--- src/rtl/core/nnls_pkg.sv ---
// Shared types and constants of the nearest neighbor linear scan block.
// No dependencies; every module of the block imports this package.
package nnls_pkg;

    // Default sizes of the point store
    localparam int POINTS_DEF = 1024;
    localparam int DIMENSIONS_DEF = 4;

    // Fixed field widths
    localparam int COORD_W = 16;
    localparam int NUM_COORDS = 4;
    localparam int SLOT_W = 10;
    localparam int COUNT_W = 11;
    localparam int INDEX_W = 10;
    localparam int DIST_W = 34;

    // Configuration port
    localparam int PADDR_W = 3;
    localparam int PDATA_W = 32;
    localparam int REG_IDX_W = 1;
    localparam logic [REG_IDX_W-1:0] REG_POINT_COUNT = 1'b0;

    // Request function codes
    localparam logic FUNC_LOAD = 1'b0;
    localparam logic FUNC_QUERY = 1'b1;

    // Command queue between front and back
    localparam int QUEUE_DEPTH = 2;
    localparam int QPTR_W = 1;
    localparam int QCNT_W = 2;

    typedef enum logic [1:0] {
        KIND_LOAD,
        KIND_QUERY,
        KIND_DROP
    } t_kind;

    typedef logic [NUM_COORDS-1:0][COORD_W-1:0] t_coords;

    typedef struct packed {
        t_kind kind;
        logic [SLOT_W-1:0] slot;
        t_coords coords;
    } t_cmd;

    typedef enum logic [1:0] {
        BK_IDLE,
        BK_SCAN,
        BK_DRAIN,
        BK_RESULT
    } t_back_state;

endpackage

--- src/rtl/core/nnls_queue.sv ---
// Short command queue that decouples the request front from the scan back.
// Depends on nnls_pkg.
module nnls_queue (
    input  logic           i_clk,
    input  logic           i_rst_n,
    input  logic           i_push,
    input  nnls_pkg::t_cmd i_cmd,
    output logic           o_full,
    output logic           o_valid,
    output nnls_pkg::t_cmd o_cmd,
    input  logic           i_pop
);
    import nnls_pkg::*;

    t_cmd              r_slots [QUEUE_DEPTH];
    logic [QPTR_W-1:0] r_wr_ptr;
    logic [QPTR_W-1:0] r_rd_ptr;
    logic [QCNT_W-1:0] r_count;
    logic              w_do_push;
    logic              w_do_pop;

    assign o_full    = (r_count == QCNT_W'(QUEUE_DEPTH));
    assign o_valid   = (r_count != '0);
    assign o_cmd     = r_slots[r_rd_ptr];
    assign w_do_push = i_push && !o_full;
    assign w_do_pop  = i_pop && o_valid;

    always_ff @(posedge i_clk) begin
        if (!i_rst_n) begin
            r_wr_ptr <= '0;
            r_rd_ptr <= '0;
            r_count  <= '0;
        end else begin
            if (w_do_push) begin
                r_wr_ptr <= r_wr_ptr + QPTR_W'(1);
            end
            if (w_do_pop) begin
                r_rd_ptr <= r_rd_ptr + QPTR_W'(1);
            end
            if (w_do_push && !w_do_pop) begin
                r_count <= r_count + QCNT_W'(1);
            end else if (w_do_pop && !w_do_push) begin
                r_count <= r_count - QCNT_W'(1);
            end
        end
    end

    always_ff @(posedge i_clk) begin
        if (w_do_push) begin
            r_slots[r_wr_ptr] <= i_cmd;
        end
    end

endmodule

--- config.mk ---
export PLATFORM = sky130hd
export DESIGN_NAME = nnls_queue
export DESIGN_NICKNAME = d
export VERILOG_FILES = /design/src/rtl/core/nnls_pkg.sv /design/src/rtl/core/nnls_queue.sv
export SDC_FILE = /design/constraint.sdc
export NUM_CORES = 1
export LEC_CHECK = 0
export BUFFER_PORTS_ARGS = -buffer_cell sky130_fd_sc_hd__buf_2
export CORE_ASPECT_RATIO = 0.8
export CORE_MARGIN = 8
export CORE_UTILIZATION = 45
export CTS_CLUSTER_SIZE = 14
export DETAILED_ROUTE_END_ITERATION = 16
export PLACE_DENSITY = 0.73
export SLEW_MARGIN = 40
export SYNTH_ARGS = -nofsm -noshare
export SYNTH_HDL_FRONTEND = slang
export SYNTH_SLANG_ARGS = --single-unit
--- constraint.sdc ---
create_clock -name i_clk -period 4.8 [get_ports i_clk]
set_clock_uncertainty 0.2 [all_clocks]
set_input_delay 0.96 -clock i_clk [delete_from_list [all_inputs] [get_ports i_clk]]
set_output_delay 0.96 -clock i_clk [all_outputs]
set_load 0.03 [all_outputs]
# Word level (Yosys, flattened, before mapping)

Memory sizes are Yosys's and may differ from the RTL's. A register that Yosys moved wholly into a read port is not among the register bits.
Cells that the tools add are included.
Widths: inputs -> output; s select.

Logic and storage cells: 24
Input port bits: 80
Output and inout bits: 78
Memories kept: 1
Register bits after elaboration: 4
Bits in writable memories: 152

Memories:

| name    | words | bits a word | read ports | clocked after memory_dff | wr ports | RTL line         | text |
|---|---|---|---|---|---|---|---|
| r_slots | 2     | 76          | 1          | 1                        | 1        | nnls_queue.sv:15 | `t_cmd r_slots [QUEUE_DEPTH];` |

Reduce and logical (&&, ||, !) cells: 9
Add/sub/neg operators: 4
Multiplexer cells: 6
Equal/unequal tests: 1

Operators by type and width:

| operator            | count |
|---|---|
| $logic_and 1x1->1   | 4 |
| $mux 1              | 4 |
| $mux 2              | 2 |
| $reduce_bool 2->1   | 2 |
| $logic_not 1->1     | 3 |
| $add 1x1->1 const B | 2 |
| $add 2x1->2 const B | 1 |
| $eq 2x2->1 const B  | 1 |
| $sub 2x1->2 const B | 1 |

# Longest topological paths before layout

Depth in word-level cells: 7
Depth in mapped cells: 7
Depth with buffers taken out: 7

# Worst setup path before layout

Ideal clock, no wire load.

Path type: input to register
From: in i_push
To: mem r_slots[0][0] in the netlist's numbering (enable)
Setup slack: 0.099 ns
Required time: 4.102 ns
Stages: 2
Buffers on the path: 0
Library setup time: 0.498 ns
Arrival time: 4.003 ns
Cells stage by stage: inv_1 -> nor3_2

Cells in the longest elaborated chain, start to end: 3

RTL lines:

| element                      | RTL line         | text |
|---|---|---|
| from (decl)                  | nnls_queue.sv:6  | `input logic i_push,` |
| $logic_and 1x1->1            | nnls_queue.sv:25 | `assign w_do_push = i_push && !o_full;` |
| $mux 1                       | nnls_queue.sv:49 | `if (w_do_push) begin` |
| $mux 1 (not written as such) | nnls_queue.sv:50 | `r_slots[r_wr_ptr] <= i_cmd;` |
| to (decl)                    | nnls_queue.sv:15 |  |

No other way between the ends.

==> run metrics <==
Yosys cell types=24; Placement Rows=37; starting density of the core=roughly 45%; hpwl dp=7469 microns; count of boundary I/O pins=approximately 160; fin nets=513; Peak VDD IR=0.0004629 V; Detail Route Antenna Nets=0; CORE AREA=around 13,000 sq um; Synth area leaders=edfxtp_1 80%, mux2_1 7.9%, mux2_2 7.1%; Hold Fails Final Rpt=0; cells after synthesis=261; Setup Viol. Count Final=0; first-pass GRT wire length=16,890 microns; placer congestion estimate=0.7041; r2r setup slk=around 2.8 ns; global-route usage over all layers=13.76%; Post-Route Setup TNS=0 ns; vias in the first global route=3,343; pin count of the biggest net entering global routing=78; status=completed; crit path max fanout=40; critical path endpoint category=primary output; post-CTS setup buffer count=0; Final Non-Filler Cells=619; share of the synthesized area in the top cell type=79.74%; WL final=around 11,000 microns; clk_lat worst skew=0.41 ns; TritonRoute pass-1 iters=4; Num CTS Buffers=17; number of remaining DRC errors=0; Syn Std Cell Area=5724 sq um; Max Cap Violations=0; Placed Cells=588; critical path class=flop to primary output; syn avg cell area=21.93 sq um; WHS=roughly 0.34 ns; Hold-fix buffers, CTS=0; utilization after layout=57.31%; DIE AREA=between 15,000 and 20,000 sq um; Static Leak=2.702 nW; CTS Buffer Depth=2; Max Clock Freq=313.3 MHz; CTS clk-pin slew, worst paths=0.06 ns; crit-path leading delay family=flip-flops; clock sink total=157; GRT Residual Overflow=0; WL/cell=18.14 microns; die height=116.9 microns; critical path's largest stage delay=slightly above 0.7 ns; Pwr per Cell Area=578.0 nW/um^2; Rel. slew slack=50.27%; Seq/Total Area, Yosys=81.49%; DR vias/cell=approximately 4.8; via count=2,971; startpoint types=flop; Layout area overhead=26.54%; top cell type by total area after synthesis=edfxtp_1; Synth Net Count=roughly 340; Area after DPL=6728 sq um; Tightest Pin Transition=0.7459 ns; Iter 0 DRT Violations=150; Pins Over Slew Limit=0; area of the multi-input gates=996.0 sq um; Tmin final=3.192 ns; RSZ-0062 raised after global routing=false; register area=4668 sq um; Final Cycle Share=66.51%; Die W=142.1 microns; Worst Hold Class=flop to flop; Antenna Cells=0; CP bufs+invs=2; initial antenna violation count=0; Port-buffer cells=157; CTS tree=yes; post-CTS sizing=0; fillcell total=981; ratio of cells with drive above 1 in the final layout=50.45%; depth of the CTS H-tree=4; synth warn=0; Synth Register Bits=approximately 160; root buffer cell=clkbuf_16; Worst Path Required=about 3.6 ns; cell area after layout=7243 sq um; crit path DAT=2.03 ns; Critical-path top delay cell=dfxtp_4; critical path, cell by cell=buf_12, mux2_1, buf_2
-- final timing paths --
| kind | from | to | cells past startpoint |
|---|---|---|---|
| setup reg to reg | r_count[0] | r_slots[1][52] | 3 |
| setup / recovery | flop | o_cmd[37] | 3 |
| hold reg to reg | r_count[1] | r_count[1] | 2 |
| hold / removal | r_count[1] | r_count[1] | 2 |
-- state kept, by name, summed over array words and instances (netlist names), named ones only --
register,cells
r_count,2
r_wr_ptr,1
r_slots,152
r_rd_ptr,1
-- stage by stage --
stage | worst slack, ns | total power [mW]
final | 1.608 | 4.186
after global routing | 1.472 | 4.374
after CTS | 1.542 | 4.247
after detailed placement | 2.003 | 3.057
after floorplan | 0.09902 | 2.709
after global placement | 1.932 | 3.015
-- where the power goes --
| group | internal (mW) | switching, mW | total (mW) |
|---|---|---|---|
| registers | 1.73 | 0.0932 | 1.82 |
| clock network | 0.699 | 0.478 | 1.18 |
| logic | 0.403 | 0.787 | 1.19 |
-- cell families (layout without fill, tap and decap cells) --
logic type               Yosys count  count (layout)  share of synthesized area, %
adder cells (fa/ha/maj)            1               1                        0.2185
flip-flops                       157             157                         81.49
XOR/XNOR                           3               3                        0.4591
buffers and inverters             10             193                         1.311
multiplexers                      76              76                         14.95
AND/OR/NAND/NOR                    9               9                         1.006
AO/OA/AOI/OAI                      5               5                        0.5683
-- layout make-up --
type,instances,area share [%]
Tap cell,175,3.023
Clock inverter,10,1.036
Timing Repair Buffer,160,11.56
Multi-Input combinational cell,94,13.75
Clock buffer,21,6.080
Inverter,2,0.1036
Sequential cell,157,64.45
-- per-layer routing --
| layer | global-route usage (%) | share of wire [%] |
|---|---|---|
| met3 | 5.837 | 8.9 |
| met1 | 14.94 | 40 |
| met4 | 5.782 | 1.3 |
| met5 | 0 | 0 |
| met2 | 23.50 | 50 |
-- layout by cell type, fill, tap and decap left out, types with 2 or more instances in the layout --
cell type   instances
buf_2             157
edfxtp_1          152
mux2_1             40
mux2_2             36
clkbuf_16          17
clkinv_1            4
clkbuf_1            4
dfxtp_1             4
and2_1              3
clkinv_2            3
xnor2_1             2
clkinvlp_4          2
buf_12              2
-- cell usage after synthesis --
| library cell | number |
|---|---|
| dfxtp_1 | 5 |
| nor2_1 | 1 |
| buf_2 | 3 |
| o21ai_1 | 1 |
| nor3_2 | 1 |
| mux2_1 | 40 |
| and3_1 | 1 |
| buf_4 | 1 |
| edfxtp_1 | 152 |
| and2_1 | 3 |
| a21boi_0 | 1 |
| or3_1 | 1 |
| buf_6 | 4 |
| nand2b_1 | 1 |
| or2_2 | 1 |
| xnor2_1 | 2 |
| o21a_1 | 1 |
| inv_2 | 1 |
| a21boi_1 | 1 |
| ha_1 | 1 |
| mux2_2 | 36 |
| inv_1 | 1 |
| o21ai_0 | 1 |
| xor2_1 | 1 |
-- worst register-to-register path: cells and delay by family, from the launching register on --
family	cells	cell delay, ns
buffers and inverters	1	0.31
flip-flops	1	0.41
AND/OR/NAND/NOR	2	0.77
(Power assumes the default switching activity.)
