`src/rtl/core/nnls_pkg.sv`:
```
// Shared types and constants of the nearest neighbor linear scan block.
// No dependencies; every module of the block imports this package.
package nnls_pkg;

    // Default sizes of the point store
    localparam int POINTS_DEF = 1024;
    localparam int DIMENSIONS_DEF = 4;

    // Fixed field widths
    localparam int COORD_W = 16;
    localparam int NUM_COORDS = 4;
    localparam int SLOT_W = 10;
    localparam int COUNT_W = 11;
    localparam int INDEX_W = 10;
    localparam int DIST_W = 34;

    // Configuration port
    localparam int PADDR_W = 3;
    localparam int PDATA_W = 32;
    localparam int REG_IDX_W = 1;
    localparam logic [REG_IDX_W-1:0] REG_POINT_COUNT = 1'b0;

    // Request function codes
    localparam logic FUNC_LOAD = 1'b0;
    localparam logic FUNC_QUERY = 1'b1;

    // Command queue between front and back
    localparam int QUEUE_DEPTH = 2;
    localparam int QPTR_W = 1;
    localparam int QCNT_W = 2;

    typedef enum logic [1:0] {
        KIND_LOAD,
        KIND_QUERY,
        KIND_DROP
    } t_kind;

    typedef logic [NUM_COORDS-1:0][COORD_W-1:0] t_coords;

    typedef struct packed {
        t_kind kind;
        logic [SLOT_W-1:0] slot;
        t_coords coords;
    } t_cmd;

    typedef enum logic [1:0] {
        BK_IDLE,
        BK_SCAN,
        BK_DRAIN,
        BK_RESULT
    } t_back_state;

endpackage

```
`src/rtl/core/nnls_front.sv`:
```
// Front of the nearest neighbor scan: registers each request and classifies it.
// Depends on nnls_pkg.
module nnls_front #(
    parameter int POINTS = nnls_pkg::POINTS_DEF
) (
    input  logic                         i_clk,
    input  logic                         i_rst_n,
    input  logic                         i_valid,
    output logic                         o_ready,
    input  logic                         i_func,
    input  logic [nnls_pkg::SLOT_W-1:0]  i_slot,
    input  logic [nnls_pkg::COORD_W-1:0] i_coord_a,
    input  logic [nnls_pkg::COORD_W-1:0] i_coord_b,
    input  logic [nnls_pkg::COORD_W-1:0] i_coord_c,
    input  logic [nnls_pkg::COORD_W-1:0] i_coord_d,
    output logic                         o_push,
    output nnls_pkg::t_cmd               o_cmd,
    input  logic                         i_full
);
    import nnls_pkg::*;

    localparam int PCW = $clog2(POINTS + 1);
    localparam int SCW = (SLOT_W > PCW) ? SLOT_W : PCW;

    logic  r_vld;
    t_cmd  r_cmd;
    t_kind w_kind;
    logic  w_leave;
    logic  w_accept;

    // Drop loads aimed past the end of the store
    always_comb begin
        if (i_func == FUNC_QUERY) begin
            w_kind = KIND_QUERY;
        end else if (SCW'(i_slot) < SCW'(POINTS)) begin
            w_kind = KIND_LOAD;
        end else begin
            w_kind = KIND_DROP;
        end
    end

    assign w_leave  = r_vld && ((r_cmd.kind == KIND_DROP) || !i_full);
    assign o_push   = r_vld && (r_cmd.kind != KIND_DROP) && !i_full;
    assign o_ready  = !r_vld || w_leave;
    assign w_accept = i_valid && o_ready;
    assign o_cmd    = r_cmd;

    always_ff @(posedge i_clk) begin
        if (!i_rst_n) begin
            r_vld <= 1'b0;
        end else if (w_accept) begin
            r_vld <= 1'b1;
        end else if (w_leave) begin
            r_vld <= 1'b0;
        end
    end

    always_ff @(posedge i_clk) begin
        if (w_accept) begin
            r_cmd.kind   <= w_kind;
            r_cmd.slot   <= i_slot;
            r_cmd.coords <= {i_coord_d, i_coord_c, i_coord_b, i_coord_a};
        end
    end

endmodule

```
`config.mk`:
```
export PLATFORM = sky130hd
export DESIGN_NAME = nnls_front
export DESIGN_NICKNAME = d
export VERILOG_FILES = /design/src/rtl/core/nnls_pkg.sv /design/src/rtl/core/nnls_front.sv
export SDC_FILE = /design/constraint.sdc
export NUM_CORES = 1
export LEC_CHECK = 0
export BUFFER_PORTS_ARGS = -buffer_cell sky130_fd_sc_hd__buf_2
export CORE_MARGIN = 1
export CORE_UTILIZATION = 42
export CTS_BUF_LIST = sky130_fd_sc_hd__clkbuf_4
export DETAILED_ROUTE_END_ITERATION = 10
export PLACE_DENSITY = 0.89
export SLEW_MARGIN = 0
export SYNTH_ARGS = -nofsm -noshare
export SYNTH_HDL_FRONTEND = slang
export SYNTH_SLANG_ARGS = --single-unit
```
`constraint.sdc`:
```
create_clock -name i_clk -period 3 [get_ports i_clk]
set_clock_uncertainty 0.05 [all_clocks]
set_input_delay 0.15 -clock i_clk [delete_from_list [all_inputs] [get_ports i_clk]]
set_output_delay 0.15 -clock i_clk [all_outputs]
set_load 0.005 [all_outputs]
```
# Word-level counts from Yosys, hierarchy flattened
# Index checks and enable logic that the tools add are counted.
[totals]
regBits = 77
wordCells = 21
output_inout_bits = 78
input_bits = 79
[classes]
n_eq_ne = 2
mux = 3
reduce_logical = 9
[op_table]
columns = ["cell", "count"]
rows = [
  ["1-bit logical AND", 4],
  ["1-bit two-way mux", 3],
  ["2-bit equality test, second input constant", 1],
  ["1-bit zero test", 2],
  ["1-bit logical OR", 2],
  ["2-bit inequality test, second input constant", 1],
  ["2-bit nonzero test", 1],
]

# Longest topological paths before layout
# Gate-level depths: netlist of run 1.
[depth]
depth_word = 6
mapped_depth = 2
mapped_depth_nobuf = 2

# Worst setup path after synthesis of run 1
# Ideal clock, no wire load.
[synth_timing]
path_kind = "flip-flop to flip-flop"
from = "register r_vld"
to = "register r_cmd (netlist bit o_cmd[0]) (enable)"
slack_ns = 0.359
setup_ns = 0.441
arrival_ns = 2.150
path_stages_with_launch = 3
t_required_ns = 2.509
path_buffers = 0
synth_period_minus_slack_ns = 2.641
cell_sequence = "dfxtp_1 nand2_1 and2_1"
[synth_via]
elab_chain_len = 3
elab_cells_between_ends = 4
cone_classes = "reduce/logical: 4"
[synth_rtl]
columns = ["element", "line", "text"]
rows = [
  ["start: declaration", "nnls_front.sv:25", "logic r_vld;"],
  ["start signal: assignment", "nnls_front.sv:50", "r_vld <= 1'b0;"],
  ["start signal: assignment", "nnls_front.sv:52", "r_vld <= 1'b1;"],
  ["start signal: assignment", "nnls_front.sv:54", "r_vld <= 1'b0;"],
  ["1-bit zero test / 1-bit logical AND (equally long branches)", "nnls_front.sv:44, nnls_front.sv:42", ""],
  ["1-bit logical OR *", "nnls_front.sv:44", "assign o_ready = !r_vld || w_leave;"],
  ["net o_ready", "nnls_front.sv:9", "output logic o_ready,"],
  ["1-bit logical AND *", "nnls_front.sv:45", "assign w_accept = i_valid && o_ready;"],
  ["net w_accept", "nnls_front.sv:29", "logic w_accept;"],
  ["end: declaration", "nnls_front.sv:26", "t_cmd r_cmd;"],
]
# The timed path passes the listed nets; every way through them passes the cells marked *.
# A chain may end at the register's enable or synchronous reset.

# Worst setup path after layout of run 1
[layout_timing]
from = "register r_vld"
to = "register r_cmd (netlist bit o_cmd[51]) (enable)"
[layout_via]
elab_chain_len = 3
elab_cells_between_ends = 4
cone_classes = "reduce/logical: 4"
[layout_rtl]
columns = ["element", "line"]
rows = [
  ["1-bit zero test / 1-bit logical AND (equally long branches)", "nnls_front.sv:44, nnls_front.sv:42"],
  ["1-bit logical OR *", "nnls_front.sv:44"],
  ["1-bit logical AND *", "nnls_front.sv:45"],
  ["net w_accept", "nnls_front.sv:29"],
]
# Marks and branches as above.

==> results of run 1 <==
==> layer usage <==
| layer | track usage, % | vias up |
|---|---|---|
| met5 | 0 | - |
| met4 | 14.0 | 0 |
| met3 | 6.95 | 23 |
| met2 | 43.6 | 130 |
| met1 | 25.6 | 854 |
| li1 | - | 815 |
==> final timing paths <==
kind	endpoint	slack, ns	depth (start not counted)	from
max	o_cmd[51]$_DFFE_PP_	1.29	2	r_vld$_SDFFE_PN0P_
max reg2reg	o_cmd[51]$_DFFE_PP_	1.29	2	r_vld$_SDFFE_PN0P_
min reg2reg	r_vld$_SDFFE_PN0P_	1.07	3	r_vld$_SDFFE_PN0P_
min	o_cmd[68]$_DFFE_PP_	0.40	2	i_slot[4]
==> registers in the layout (all words and copies together), names as in the netlist <==
name	cells
r_vld	1
o_cmd	75
==> power by group through the flow <==
stage / clock (uW) / combinational (uW) / sequential (uW)
global route: 737 / 247 / 1260
finish: 683 / 231 / 1260
floorplan: 0 / 21.7 / 1290
CTS: 689 / 225 / 1260
detailed placement: 0 / 148 / 1280
global placement: 0 / 141 / 1280
==> cells by family (layout without fill, tap and decap cells) <==
kind of cell           count (synthesis)  count (layout)  synth area share [%]
buffers and inverters                  1             248                 0.325
flip-flops                            76              76                  98.2
AND/OR/NAND/NOR                        4               4                  1.08
other                                  1               1                 0.162
AO/OA/AOI/OAI                          1               1                 0.216
==> what timing repair did <==
action                                 in CTS  in global routing
endpoints found under the hold margin      76                  0
setup buffers                               0                  0
hold buffers                               77                  0
==> worst max-delay path: stages, from the launching register on <==
cell and delay (ns):
dfxtp_1 0.35, nand2_1 0.11, and2_4 0.76
==> final cells by class <==
type,instances,area (sq um)
Tap cell,70,87.6
Timing Repair Buffer,232,1550
Fill cell,293,1100
Clock buffer,11,82.6
Sequential cell,76,2270
Multi-Input combinational cell,6,36.3
Clock inverter,5,76.3
==> layout by cell type (no fill, tap or decap) <==
cell type	n
and2_4	1
and2b_2	1
nand2_1	1
a21oi_1	1
dfxtp_1	1
clkinv_2	1
dlygate4sd3_1	77
clkbuf_4	11
nor2b_1	1
buf_2	155
conb_1	1
clkinv_1	1
bufinv_16	2
edfxtp_1	75
clkinvlp_4	1
==> metrics by stage <==
stage	setup WS (ns)	hold WS (ns)	power (uW)
2_1_floorplan	0.359	0.199	1310
3_3_place_gp	1.44	0.276	1420
3_5_place_dp	1.37	0.278	1430
4_1_cts	1.32	0.379	2170
5_1_grt	1.22	0.384	2250
6_report	1.29	0.404	2170
==> impl_summary.log, run 1 <==
[metrics] status: finished clean
[metrics] unrepaired setup endpoints after global routing: false
[metrics] total met2 wirelength after detailed routing: 3580 um
[metrics] router iterations before antenna repair: 4
[metrics] initial detailed-routing violation count: 88
[metrics] clock root buffer: clkbuf_4
[metrics] cell types with the largest area share after synthesis: edfxtp_1 97%, dfxtp_1 0.87%, and2b_2 0.38%
[metrics] largest net degree at the start of global routing: 76
[metrics] number of maximum-capacitance constraint violations: 0
[metrics] library cells used by synthesis: 9
[metrics] IO buf count: around 160
[metrics] f_max: approximately 0.6 GHz
[metrics] total routed wire length on the met1 layer: approximately 2400 um
[metrics] Final Hold Viols: 0
[metrics] maximum vdd drop: 401 uV
[metrics] synthesized area per cell: 27.9 sq um
[metrics] type of the worst min-delay path: input port to flop
[metrics] Met3 Wirelength: 576 um
[metrics] post-layout instance count excluding filler cells: 400
[metrics] combinational fraction of design power: 10.6%
[metrics] final standard cell utilization of the core: 78.8%
[metrics] Seq cells post-synth: 76
[metrics] portion of the post-synthesis area used by sequential elements: 98.2%
[metrics] slew at the pin closest to its max-slew limit: 0.946 ns
[metrics] clock tree from TritonCTS: done
[metrics] area growth from synthesis to layout: 77.3%
[metrics] areal power density over the cells: between 500 and 600 nW/um^2
[metrics] pins over their slew limit: 0
[metrics] synthesized net count: 162
[metrics] number of synthesized flops with an enable pin: 75
[metrics] final setup violating endpoints: 0
[metrics] routed wire length: 6750 um
[metrics] critical path fanouts, max: 75
[metrics] antenna diode count: 0
[metrics] Layout Cell Area excl Fill: around 4100 sq um
[metrics] total routing resource utilization after global routing: 24.4%
[metrics] shortest clock period the worst path allows after layout: between 1.5 and 2 ns
[metrics] starting utilization of the core area: 44.4%
[metrics] num ports: about 160
[metrics] cell-internal power: about 1700 uW
[metrics] chip height: about 76 um
[metrics] worst slew slack as a fraction of its limit: between 30% and 40%
[metrics] total net switching power: 439 uW
[metrics] Routed wire per std cell: 16.9 um
[metrics] CP Capture Type: flop
[metrics] Worst-Skew Late Latency: 0.40 ns
[metrics] die area: 5810 sq um
[metrics] sink count of the clock tree: 76
[metrics] clock slew at reported path FFs: 0.12 ns
[metrics] overall die width: 76.2 um
[metrics] part of the cycle the worst path needs: 56.9%
[metrics] Max Used Layer: met4
[metrics] Net Sw Frac: 20.2%
[metrics] fin nets: 404
[metrics] total instance count after detailed placement: 307
[metrics] sum of net half-perimeters after detailed placement: ~3600 um
[metrics] clock share of power: 31.4%
[metrics] Most used DFF post-synth: edfxtp_1
[metrics] Total Negative Setup Slacks: 0 ns
[metrics] portion of synthesized cell area occupied by the leading cell type: about 100%
[metrics] data arrival time of the critical path: 1.68 ns
[metrics] Vias/cell: about 4.6
[metrics] category of the critical setup timing path: flop to flop
[metrics] wire length of the first global-routing pass: ~10000 um
[metrics] final weighted congestion in routability-driven placement: 0.668
[metrics] maximum count of clock buffers along a single path: 2
[metrics] worst endpoint required time: 2.97 ns
[metrics] CP startpoint kind: flop
[metrics] core area: 5200 sq um
[metrics] area post-placement: 3170 sq um
[metrics] most common cell in the netlist: edfxtp_1
[metrics] Leak Pwr: 0.00177 uW
[metrics] antenna violations before repair: 0
[metrics] row count: 26
[metrics] share of total power in sequential cells: 57.9%
[metrics] largest area contributor in the synthesized netlist: edfxtp_1
[metrics] share of cells above drive strength 1: 52.1%
[metrics] async set or reset register ratio after synthesis: 0%
[metrics] antenna violation net count after detailed routing: 0
[metrics] warnings from Yosys: 0
[metrics] total number of vias: between 1500 and 2000
[metrics] total global routing overflow: 0
[metrics] netlist area before placement: ~2300 sq um
[metrics] number of gates resized after CTS: 0
[metrics] number of global-route vias before repair: about 2000
[metrics] number of remaining DRC errors: 0
[metrics] depth of the CTS H-tree: 3
[metrics] Inserted Clock Buffers: 9
[metrics] Post-Syn Instances: between 80 and 90
No activity file was read; power rests on OpenSTA's default activity.
==> inputs of run 2 (changes only) <==
==> constraint.sdc (replaced) <==
create_clock -name i_clk -period 1.6 [get_ports i_clk]
set_clock_uncertainty 0.05 [all_clocks]
set_input_delay 0.08 -clock i_clk [delete_from_list [all_inputs] [get_ports i_clk]]
set_output_delay 0.08 -clock i_clk [all_outputs]
set_load 0.005 [all_outputs]
==> impl_summary.log, run 2 (synthesized netlist as in run 1, its figures left out) <==
[metrics] number of cells on the worst reg-to-reg path: 3 (was 2)
[metrics] router iterations before antenna repair: 6 (was 4)
[metrics] total routed wire length on the met1 layer: 2670 um (was 2360 um)
[metrics] final weighted congestion in routability-driven placement: 0.749 (was 0.668)
[metrics] total global routing overflow: 0 (unchanged)
[metrics] total routing resource utilization after global routing: 27.1% (was 24.4%)
[metrics] wire length of the first global-routing pass: 11000 um (was 10100 um)
[metrics] CP cell instances: a21oi_1, nor2b_1, dlygate4sd3_1 (was nand2_1, and2_4)
[metrics] R2R Path End: r_vld$_SDFFE_PN0P_ (was o_cmd[51]$_DFFE_PP_)
[metrics] row count: 26 (unchanged)
[metrics] share of total power in sequential cells: 59.6% (was 57.9%)
[metrics] total met2 wirelength after detailed routing: 4160 um (was 3580 um)
[metrics] most frequent standard cell in the layout excluding fill and tap cells: buf_2 (unchanged)
[metrics] category of the critical setup timing path: flop to flop (unchanged)
[metrics] critical path fanouts, max: 3 (was 75)
[metrics] top library cells by usage in the layout, fill and taps aside: 155 x buf_2, 77 x dlygate4sd3_1, 75 x edfxtp_1 (unchanged)
[metrics] chip height: 76.2 um (unchanged)
[metrics] shortest clock period the worst path allows after layout: 1.25 ns (was 1.71 ns)
[metrics] CP startpoint kind: flop (unchanged)
[metrics] flip-flop count of the largest register, all copies and words added: 75 (unchanged)
[metrics] Worst-Skew Late Latency: 0.40 ns (about the same)
[metrics] areal power density over the cells: 963 nW/um^2 (was 530 nW/um^2)
[metrics] CP Capture Type: flop (unchanged)
[metrics] unrepaired setup endpoints after global routing: false (unchanged)
[metrics] total number of vias: 1896 (was 1822)
[metrics] Max Used Layer: met4 (unchanged)
[metrics] cell with the biggest individual delay on the critical path: dlygate4sd3_1 (was and2_4)
[metrics] Final Hold Viols: 0 (unchanged)
[metrics] Vias/cell: 4.72 (was 4.56)
[metrics] initial detailed-routing violation count: 98 (was 88)
[metrics] num ports: 157 (unchanged)
[metrics] number of global-route vias before repair: 2052 (was 1967)
[metrics] worst endpoint required time: 1.85 ns (was 2.97 ns)
[metrics] setup slack on the worst flop-to-flop path: 0.35 ns (was 1.29 ns)
[metrics] die area: 5810 sq um (unchanged)
[metrics] total net switching power: 895 uW (was 439 uW)
[metrics] antenna violation net count after detailed routing: 0 (unchanged)
[metrics] final setup violating endpoints: 0 (unchanged)
[metrics] clock share of power: 28.8% (was 31.4%)
[metrics] reg-to-reg startpoint: r_vld$_SDFFE_PN0P_ (unchanged)
[metrics] post-layout worst setup margin: 0.349 ns (was 1.29 ns)
[metrics] number of gates resized after CTS: 0 (unchanged)
[metrics] area growth from synthesis to layout: 77.9% (was 77.3%)
[metrics] Met3 Wirelength: 565 um (was 576 um)
[metrics] type of the worst min-delay path: input port to flop (unchanged)
[metrics] pins over their slew limit: 0 (unchanged)
[metrics] terminating pin of the worst hold path: o_cmd[59]$_DFFE_PP_ (was o_cmd[68]$_DFFE_PP_)
[metrics] antenna violations before repair: 0 (unchanged)
[metrics] starting utilization of the core area: 44.4% (unchanged)
[metrics] status: finished clean (unchanged)
[metrics] routed wire length: 7570 um (was 6750 um)
[metrics] fin nets: 406 (was 404)
[metrics] number of cells on the worst hold path: 3 (was 2)
[metrics] largest net degree at the start of global routing: 40 (was 76)
[metrics] Worst path max stage delay: 0.56 ns (was 0.76 ns)
[metrics] data arrival time of the critical path: 1.50 ns (was 1.68 ns)
[metrics] clock tree from TritonCTS: done (unchanged)
[metrics] Total Negative Setup Slacks: 0 ns (unchanged)
[metrics] overall die width: 76.2 um (unchanged)
[metrics] Routed wire per std cell: 18.8 um (was 16.9 um)
[metrics] hold slack: 0.238 ns (was 0.404 ns)
[metrics] sink count of the clock tree: 76 (unchanged)
[metrics] Inserted Clock Buffers: 9 (unchanged)
[metrics] maximum count of clock buffers along a single path: 2 (unchanged)
[metrics] core area: 5200 sq um (unchanged)
[metrics] IO buf count: 155 (unchanged)
[metrics] cell-internal power: 3070 uW (was 1730 uW)
[metrics] part of the cycle the worst path needs: 78.2% (was 56.9%)
[metrics] depth of the CTS H-tree: 3 (unchanged)
[metrics] number of buffers inserted by post-CTS setup repair: 0 (unchanged)
[metrics] share of cells above drive strength 1: 52.1% (about the same)
[metrics] combinational fraction of design power: 11.6% (was 10.6%)
[metrics] number of remaining DRC errors: 0 (unchanged)
[metrics] clock slew at reported path FFs: 0.13 ns (was 0.12 ns)
[metrics] Leak Pwr: 0.00177 uW (about the same)
[metrics] Net Sw Frac: 22.6% (was 20.2%)
[metrics] worst-case setup slack after placement: 0.442 ns (was 1.37 ns)
[metrics] maximum vdd drop: 681 uV (was 401 uV)
[metrics] clock root buffer: clkbuf_4 (unchanged)
[metrics] antenna diode count: 0 (unchanged)
[metrics] number of maximum-capacitance constraint violations: 0 (unchanged)
[metrics] Min-Delay Startpoint: i_valid (was i_slot[4])
[metrics] Post-CTS Hold Buffers: 77 (unchanged)
[metrics] f_max: 0.799 GHz (was 0.586 GHz)
==> run 2: cell count changes in the layout (fill, tap and decap cells not counted), sizes merged <==
cell	before	now
clkinv	2	3
buf	155	157
clkbuf	11	9
clkinvlp	1	2
inv	0	1
bufinv	2	1
==> run 2: worst max-delay path: cells and delay by family (launching register included) <==
kind                   cells  cell delay [ns]
AO/OA/AOI/OAI              1             0.13
buffers and inverters      1             0.56
flip-flops                 1             0.35
AND/OR/NAND/NOR            1             0.06
==> run 2: area by class of cell <==
type	count	area [sq um]
Multi-Input combinational cell	6	36.3
Sequential cell	76	2270
Tap cell	70	87.6
Fill cell	279	1090
Timing Repair Buffer	234	1590
Clock inverter	7	66.3
Clock buffer	9	67.6
==> run 2: per-stage QoR <==
stage / cell area (sq um) / total power, uW / instances / util [%]
2_1_floorplan: 2320 / 2460 / 83 / -
3_3_place_gp: 3210 / 2670 / 309 / 61.7
3_5_place_dp: 3210 / 2690 / 309 / 61.7
4_1_cts: 4120 / 3920 / 402 / 79.1
5_1_grt: 4120 / 4090 / 402 / 79.1
6_report: 4120 / 3960 / 402 / 79.1
==> run 2: routing by layer <==
metal / global-route usage [%] / vias to the layer above
li1: - / 819
met1: 28.6 / 921
met2: 49.3 / 138
met3: 8.02 / 18
met4: 12.5 / 0
met5: 0 / -
==> run 2: worst max path at each step <==
stage,end,cells past startpoint,startpoint,slack [ns]
floorplan,o_cmd[0]$_DFFE_PP_,2,r_vld$_SDFFE_PN0P_,0.16
global placement,o_cmd[15]$_DFFE_PP_,3,r_vld$_SDFFE_PN0P_,0.47
detailed placement,o_cmd[15]$_DFFE_PP_,3,r_vld$_SDFFE_PN0P_,0.44
CTS,r_vld$_SDFFE_PN0P_,3,r_vld$_SDFFE_PN0P_,0.37
global route,r_vld$_SDFFE_PN0P_,3,r_vld$_SDFFE_PN0P_,0.31
finish,r_vld$_SDFFE_PN0P_,3,r_vld$_SDFFE_PN0P_,0.35
==> run 2: power groups by stage <==
stage / combinational [uW] / sequential, uW / clock, uW
floorplan: 42.5 / 2420 / 0
global placement: 280 / 2390 / 0
detailed placement: 290 / 2400 / 0
CTS: 437 / 2350 / 1130
global route: 488 / 2370 / 1230
finish: 461 / 2360 / 1140
